### src/nge_pkg.sv
`default_nettype none

package nge_pkg;

    localparam int VALUE_BITS_DEF  = 10;
    localparam int STACK_DEPTH_DEF = 1024;
    localparam int OP_BITS         = 2;
    localparam int QUEUE_DEPTH     = 4;
    localparam int QUEUE_AW        = $clog2(QUEUE_DEPTH);

    typedef enum logic [OP_BITS-1:0] {
        OP_SEQ   = 2'd0,
        OP_QUERY = 2'd1,
        OP_CLEAR = 2'd2
    } op_t;

    typedef enum logic [1:0] {
        B_IDLE,
        B_SEQ,
        B_QUERY,
        B_CLEAR
    } back_state_t;

    // queue head as seen by the back end
    typedef struct packed {
        logic avail;
        op_t  op;
    } q_head_t;

    // back end status toward the front end
    typedef struct packed {
        logic deq;
        logic init;
    } back_stat_t;

endpackage

`default_nettype wire

### src/nge_front.sv
`default_nettype none

module nge_front #(
    parameter int VALUE_BITS = nge_pkg::VALUE_BITS_DEF
) (
    input  wire logic                          clk,
    input  wire logic                          rst_n,
    input  wire logic                          start,
    input  wire logic [nge_pkg::OP_BITS-1:0]   op,
    input  wire logic [VALUE_BITS-1:0]         value,
    output logic                               busy,
    output nge_pkg::q_head_t                   head,
    output logic      [VALUE_BITS-1:0]         head_value,
    input  wire nge_pkg::back_stat_t           stat
);

    localparam int QD  = nge_pkg::QUEUE_DEPTH;
    localparam int QAW = nge_pkg::QUEUE_AW;

    nge_pkg::op_t    q_op_reg  [QD];
    logic [VALUE_BITS-1:0] q_val_reg [QD];
    logic [QAW-1:0]  wr_ptr_reg, wr_ptr_next;
    logic [QAW-1:0]  rd_ptr_reg, rd_ptr_next;
    logic [QAW:0]    cnt_reg, cnt_next;
    logic            accept;
    logic            enq;
    logic            full;

    assign full   = (cnt_reg == (QAW+1)'(QD));
    assign busy   = full || stat.init;
    assign accept = start && !busy;
    // unused op code is dropped here
    assign enq    = accept && (op inside {nge_pkg::OP_SEQ, nge_pkg::OP_QUERY,
                                          nge_pkg::OP_CLEAR});

    assign head.avail = (cnt_reg != '0);
    assign head.op    = q_op_reg[rd_ptr_reg];
    assign head_value = q_val_reg[rd_ptr_reg];

    always_comb
    begin
        wr_ptr_next = wr_ptr_reg;
        rd_ptr_next = rd_ptr_reg;
        cnt_next    = cnt_reg;
        if (enq)
        begin
            wr_ptr_next = wr_ptr_reg + QAW'(1);
        end
        if (stat.deq)
        begin
            rd_ptr_next = rd_ptr_reg + QAW'(1);
        end
        case ({enq, stat.deq})
            2'b10:   cnt_next = cnt_reg + (QAW+1)'(1);
            2'b01:   cnt_next = cnt_reg - (QAW+1)'(1);
            default: cnt_next = cnt_reg;
        endcase
    end

    always_ff @(posedge clk or negedge rst_n)
    begin
        if (!rst_n)
        begin
            wr_ptr_reg <= '0;
            rd_ptr_reg <= '0;
            cnt_reg    <= '0;
        end
        else
        begin
            wr_ptr_reg <= wr_ptr_next;
            rd_ptr_reg <= rd_ptr_next;
            cnt_reg    <= cnt_next;
        end
    end

    always_ff @(posedge clk)
    begin
        if (enq)
        begin
            q_op_reg[wr_ptr_reg]  <= nge_pkg::op_t'(op);
            q_val_reg[wr_ptr_reg] <= value;
        end
    end

`ifndef SYNTHESIS
    a_no_deq_empty: assert property (@(posedge clk) disable iff (!rst_n)
        stat.deq |-> (cnt_reg != '0))
        else $error("dequeue from empty queue");

    a_cnt_bound: assert property (@(posedge clk) disable iff (!rst_n)
        cnt_reg <= (QAW+1)'(QD))
        else $error("queue count out of range");
`endif

endmodule

`default_nettype wire

### config.mk
export PLATFORM = sky130hd
export DESIGN_NAME = nge_front
export DESIGN_NICKNAME = d
export VERILOG_FILES = /design/src/nge_pkg.sv /design/src/nge_front.sv
export SDC_FILE = /design/constraint.sdc
export NUM_CORES = 1
export LEC_CHECK = 0
export BUFFER_PORTS_ARGS = -buffer_cell sky130_fd_sc_hd__buf_2
export CORE_MARGIN = 2
export CORE_UTILIZATION = 40
export CTS_CLUSTER_DIAMETER = 150
export DETAILED_ROUTE_END_ITERATION = 16
export PLACE_DENSITY = 0.65
export SYNTH_ARGS = -nofsm -noshare
export SYNTH_HDL_FRONTEND = slang
export SYNTH_SLANG_ARGS = --single-unit
### constraint.sdc
create_clock -name clk -period 3.15 [get_ports clk]
set_input_delay 0 -clock clk [delete_from_list [all_inputs] [get_ports clk]]
set_output_delay 0 -clock clk [all_outputs]
set_load 0.02 [all_outputs]
=== Yosys cells after proc, flatten, opt, wreduce, memory -nomap -nowiden ===
Memory sizes are Yosys's and may differ from the RTL's.
Cells that the tools add are included.
W data, S select, Z words.

* Register bits: 7
* RAM bits: 48
* Output and inout port bits: 14
* Word-level logic and storage cells: 25
* Memories kept: 2

* Add/sub/neg operators: 4
* Equality and inequality tests: 5
* Mux-type cells: 3
* Reduce and logical (&&, ||, !) cells: 8

{| class="wikitable"
|+ Memories
! memory !! depth !! bits a word !! read ports !! clocked after memory_dff !! wr ports !! RTL line !! RTL
|-
| q_val_reg || 4 || 10 || 1 || 0 || 1 || nge_front.sv:21 || <nowiki>logic [VALUE_BITS-1:0] q_val_reg [QD];</nowiki>
|-
| q_op_reg || 4 || 2 || 1 || 0 || 1 || nge_front.sv:20 || <nowiki>nge_pkg::op_t q_op_reg [QD];</nowiki>
|}

{| class="wikitable"
|+ Operator list
! cell !! count
|-
| $pmux W3 S2 || 1
|-
| $reduce_bool A3 Y1 || 2
|-
| $add A2 B1 Y2 const B || 2
|-
| $eq A2 B1 Y1 const B || 2
|-
| $eq A2 B2 Y1 const B || 2
|-
| $add A3 B1 Y3 const B || 1
|-
| $eq A3 B3 Y1 const B || 1
|-
| $sub A3 B1 Y3 const B || 1
|-
| $logic_and A1 B1 Y1 || 2
|-
| $logic_not A2 Y1 || 1
|-
| $mux W1 || 2
|-
| $reduce_bool A2 Y1 || 1
|-
| $logic_not A1 Y1 || 1
|-
| $logic_or A1 B1 Y1 || 1
|}

=== Depth between registers and ports, before layout ===
* Depth after elaboration: 7
* Gate-level depth with buffers: 9

=== Worst setup path before layout ===
No wires, ideal clock.

* Kind: reg2reg
* From: register cnt_reg[0]
* To: register cnt_reg[2]
* Data arrival time: 1.726 ns
* Required time: 3.071 ns
* Setup slack: 1.345 ns
* Stages on the path, launching flop included: 10
* Path buffers: 0
* Cell sequence: dfrtp_1 > nor2_1 > a211oi_4 > inv_1 > ha_1 > inv_1 > fa_1 > xor2_1 > nor2_1 > xor2_1

* Longest elaborated chain between the ends: 7
* Elaborated cells on any way between the ends: 11
* Classes of those cells: add/sub (2); eq/ne (3); mux (1); reduce/logical (5)

{| class="wikitable"
|+ Ends and longest elaborated chain
! item !! RTL line !! RTL
|-
| start: declaration || nge_front.sv:24 || <nowiki>logic [QAW:0] cnt_reg, cnt_next;</nowiki>
|-
| start signal: assignment || nge_front.sv:72 || <nowiki>cnt_reg <= cnt_next;</nowiki>
|-
| $eq A3 B3 Y1 || nge_front.sv:29 || <nowiki>assign full = (cnt_reg == (QAW+1)'(QD));</nowiki>
|-
| $logic_or A1 B1 Y1 || nge_front.sv:30 || <nowiki>assign busy = full || stat.init;</nowiki>
|-
| $logic_not A1 Y1 || nge_front.sv:31 || <nowiki>assign accept = start && !busy;</nowiki>
|-
| $logic_and A1 B1 Y1 || nge_front.sv:31 ||
|-
| $logic_and A1 B1 Y1 || nge_front.sv:33 || <nowiki>assign enq = accept && (op inside {nge_pkg::OP_SEQ, nge_pkg::OP_QUERY,</nowiki>
|-
| $eq A2 B1 Y1 / $eq A2 B2 Y1 (equally long branches) || nge_front.sv:53 || <nowiki>case ({enq, stat.deq})</nowiki>
|-
| $pmux W3 S2 / $reduce_bool A2 Y1 (equally long branches) || n/a ||
|}

Parallel ways exist; a longest one is shown, timed or not.
A chain may end at the register's enable or synchronous reset.

=== Worst setup path in the final report ===
* From: input port op[0] (netlist name)
* To: register cnt_reg[2]

* Longest elaborated chain between the ends: 5
* Elaborated cells on any way between the ends: 9
* Classes of those cells: eq/ne (4); mux (1); reduce/logical (4)

{| class="wikitable"
|+ Ends and longest elaborated chain
! item !! RTL line !! RTL
|-
| start: declaration || nge_front.sv:9 || <nowiki>input wire logic [nge_pkg::OP_BITS-1:0] op,</nowiki>
|-
| $eq A2 B1 Y1 (tied with other cells) || nge_front.sv:33 ||
|-
| $reduce_bool A3 Y1 * || nge_front.sv:33 ||
|-
| $logic_and A1 B1 Y1 * || nge_front.sv:33 ||
|-
| $eq A2 B1 Y1 / $eq A2 B2 Y1 (equally long branches) || nge_front.sv:53 ||
|-
| $pmux W3 S2 / $reduce_bool A2 Y1 (equally long branches) || n/a ||
|}

Every way passes the cells marked *; elsewhere a longest branch is shown, timed or not.

==> results.toml <==
[outcome]
status = "finished, final reports clean"

[die]
die_height_um = 77.7
dieArea_mm2 = 0.00603
start_util = 0.420
die_x_um = 77.7
core_area_mm2 = 0.00517
top_level_ports = 31
floorplan.rows = 26

[critical_path]
path_cells = "dlygate4sd3_1, buf_2, a21bo_1, a211oi_4, inv_1, ha_1, inv_1, fa_1, xor2_1, nor2_1, xor2_1"
crit_slowest_cell = "dlygate4sd3_1"
cp_top_family = "buffers and inverters"
cp_max_fo = 7
slowest_delay_ns = 0.53
crit_arrival_ns = 2.20
cp-start-kind = "primary input"
cp-end-kind = "register"
worstPathRequired_ns = 3.33
critical_path_buf_inv_count = 4
path_class = "in2reg"

[timing]
slew_headroom = 0.443
finClkSkew_ns = 0.00394
finalHoldViolations = 0
tightest_slew_ns = 0.836
setup_viol = 0
finalCritPeriodShare = 0.640
min_period_ns = 2.02
fmax_mhz = 496
drv_slew = 0
final.setup.tns_ns = 0
rsz0062_at_grt = "no"

[clocking]
cts-root-buf = "clkbuf_8"
clk_latency_ns = 0.30
h-tree-depth = 2
cts.sinks = 55
cts_tree = "yes"
postCtsSetupBuffers = 0
clk_path_buf_depth = 2
cts-buffers-inserted = 5
clk_pin_slew_ns = 0.09

[finish]
utilization = 0.504
area_delta_synth_final_pct = 20.1
multi_input_area_um2 = 510
largest_reg_flops = 40
drive_gt1_frac = 0.327
register_area_mm2 = 0.00162
fillerInstances = 446
mostFrequentLayoutCell = "edfxtp_1"
nets = 172
antenna_cells = 0
finalNonFillerCells = 220
layout_common_cells = "48 x edfxtp_1, 30 x buf_2, 14 x dlygate4sd3_1, 12 x mux4_2, 7 x dfrtp_1"

[routing]
drt-pass1-iter-count = 4
routed_via_density = 4.78
vias = 1051
wl_per_cell_um = 15.5
wl_um = 3400
drtIter0Drc = 23
ant_nets = 0
drc = 0

[global_route]
track_usage = 0.121
overflow = 0
grt_pass1_vias = 1134
grt_start_max_net_pins = 16
grt_pass1_wl_um = 5440
grt_antenna_before_repair = 0

[synthesis]
ys_seq_elements = 55
yosysSeqAreaShare = 0.745
synth_nets = 124
syn_inst = 101
synth_cell_types = 19
syn_area_mm2 = 0.00217
yosys_warnings = 0
avgSynthCellArea_um2 = 21.5

[pwr]
ir_drop_v = 0.000397
p_per_area_mw_per_mm2 = 761
leakagePower_nw = 0.949

[job]
drv_cap = 0

[place]
hpwl_um = 2180
place_congestion = 0.681
place_inst = 198
io_buffers = 30

[min_path]
hold_path.class = "in2reg"
## report_power, final
part / total, mW / switching [mW] / leakage [nW] / internal (mW)
Clock: 0.355 / 0.203 / 0.0403 / 0.152
Combinational: 0.603 / 0.300 / 0.392 / 0.303
Sequential: 1.03 / 0.134 / 0.516 / 0.893
Total: 1.98 / 0.636 / 0.949 / 1.35
## layout make-up
class,count,area share
flip-flops and latches,55,0.620
multi-input cells,37,0.196
repair buffers,44,0.111
well taps,70,0.0336
clock buffers,6,0.0278
inverters,6,0.00864
clock inverters,2,0.00288
## cells in the mapped netlist
master    number  area share
and2_1         4       0.012
mux2i_1        1      0.0046
nand2_1        1      0.0017
xnor2_1        3       0.012
dfrtp_1        7       0.081
buf_2          2      0.0046
mux4_2        12        0.12
inv_1          6       0.010
mux2_4         1      0.0069
xor2_1         3       0.012
fa_1           1      0.0092
nor2_1         2      0.0035
a211oi_4       1      0.0092
or3_1          1      0.0029
edfxtp_1      48        0.66
buf_6          1      0.0052
ha_1           5       0.029
a21o_1         1      0.0035
a21bo_1        1      0.0046
## path summary, 6_finish.rpt
check,slack (ns),cells past startpoint,to,startpoint
setup reg to reg,1.14,9,cnt_reg[2],cnt_reg[0]
setup / recovery,1.13,11,cnt_reg[2],op[0]
hold / removal,0.04,3,wr_ptr_reg[0],stat[0]
hold reg to reg,0.53,1,cnt_reg[0],cnt_reg[0]
max in group asynchronous,2.91,2,cnt_reg[2],rst_n
min in group asynchronous,0.07,2,cnt_reg[0],rst_n
## cells by family after synthesis
logic type	share of synthesized area
AND/OR/NAND/NOR	0.0196
flip-flops	0.745
multiplexers	0.136
AO/OA/AOI/OAI	0.0173
XOR/XNOR	0.0242
adder cells (fa/ha/maj)	0.0380
buffers and inverters	0.0202
## per-stage QoR
| stage | power [mW] | setup slack (ns) | hold WS [ns] | cell area (µm²) |
|---|---|---|---|---|
| finish | 1.98 | 1.13 | 0.0389 | 2610 |
| floorplan | 1.48 | 1.35 | -0.296 | 2170 |
| global route | 2.09 | 0.991 | 0.0423 | 2610 |
| detailed placement | 1.65 | 1.15 | -0.153 | 2390 |
| CTS | 2.01 | 1.09 | 0.0357 | 2610 |
| global placement | 1.63 | 1.30 | -0.165 | 2390 |
## tightest hold or removal path, delay by kind of cell
kind            cells  cell delay (ns)
compound gates      1             0.06
xor+xnor            1             0.12
buf+inv             1             0.12
## what timing repair did
| item | CTS | global route |
|---|---|---|
| hold buffers | 14 | 0 |
| endpoints found under the hold margin | 57 | 0 |
| resized for setup | 0 | 0 |
## metal layers
layer	up-vias	part of all wire	track usage
met3	4	0.044	0.0314
met2	27	0.52	0.213
li1	486	-	-
met1	534	0.42	0.146
met5	-	0	0
met4	0	0.012	0.0375
No activity file was read; power rests on OpenSTA's default activity.
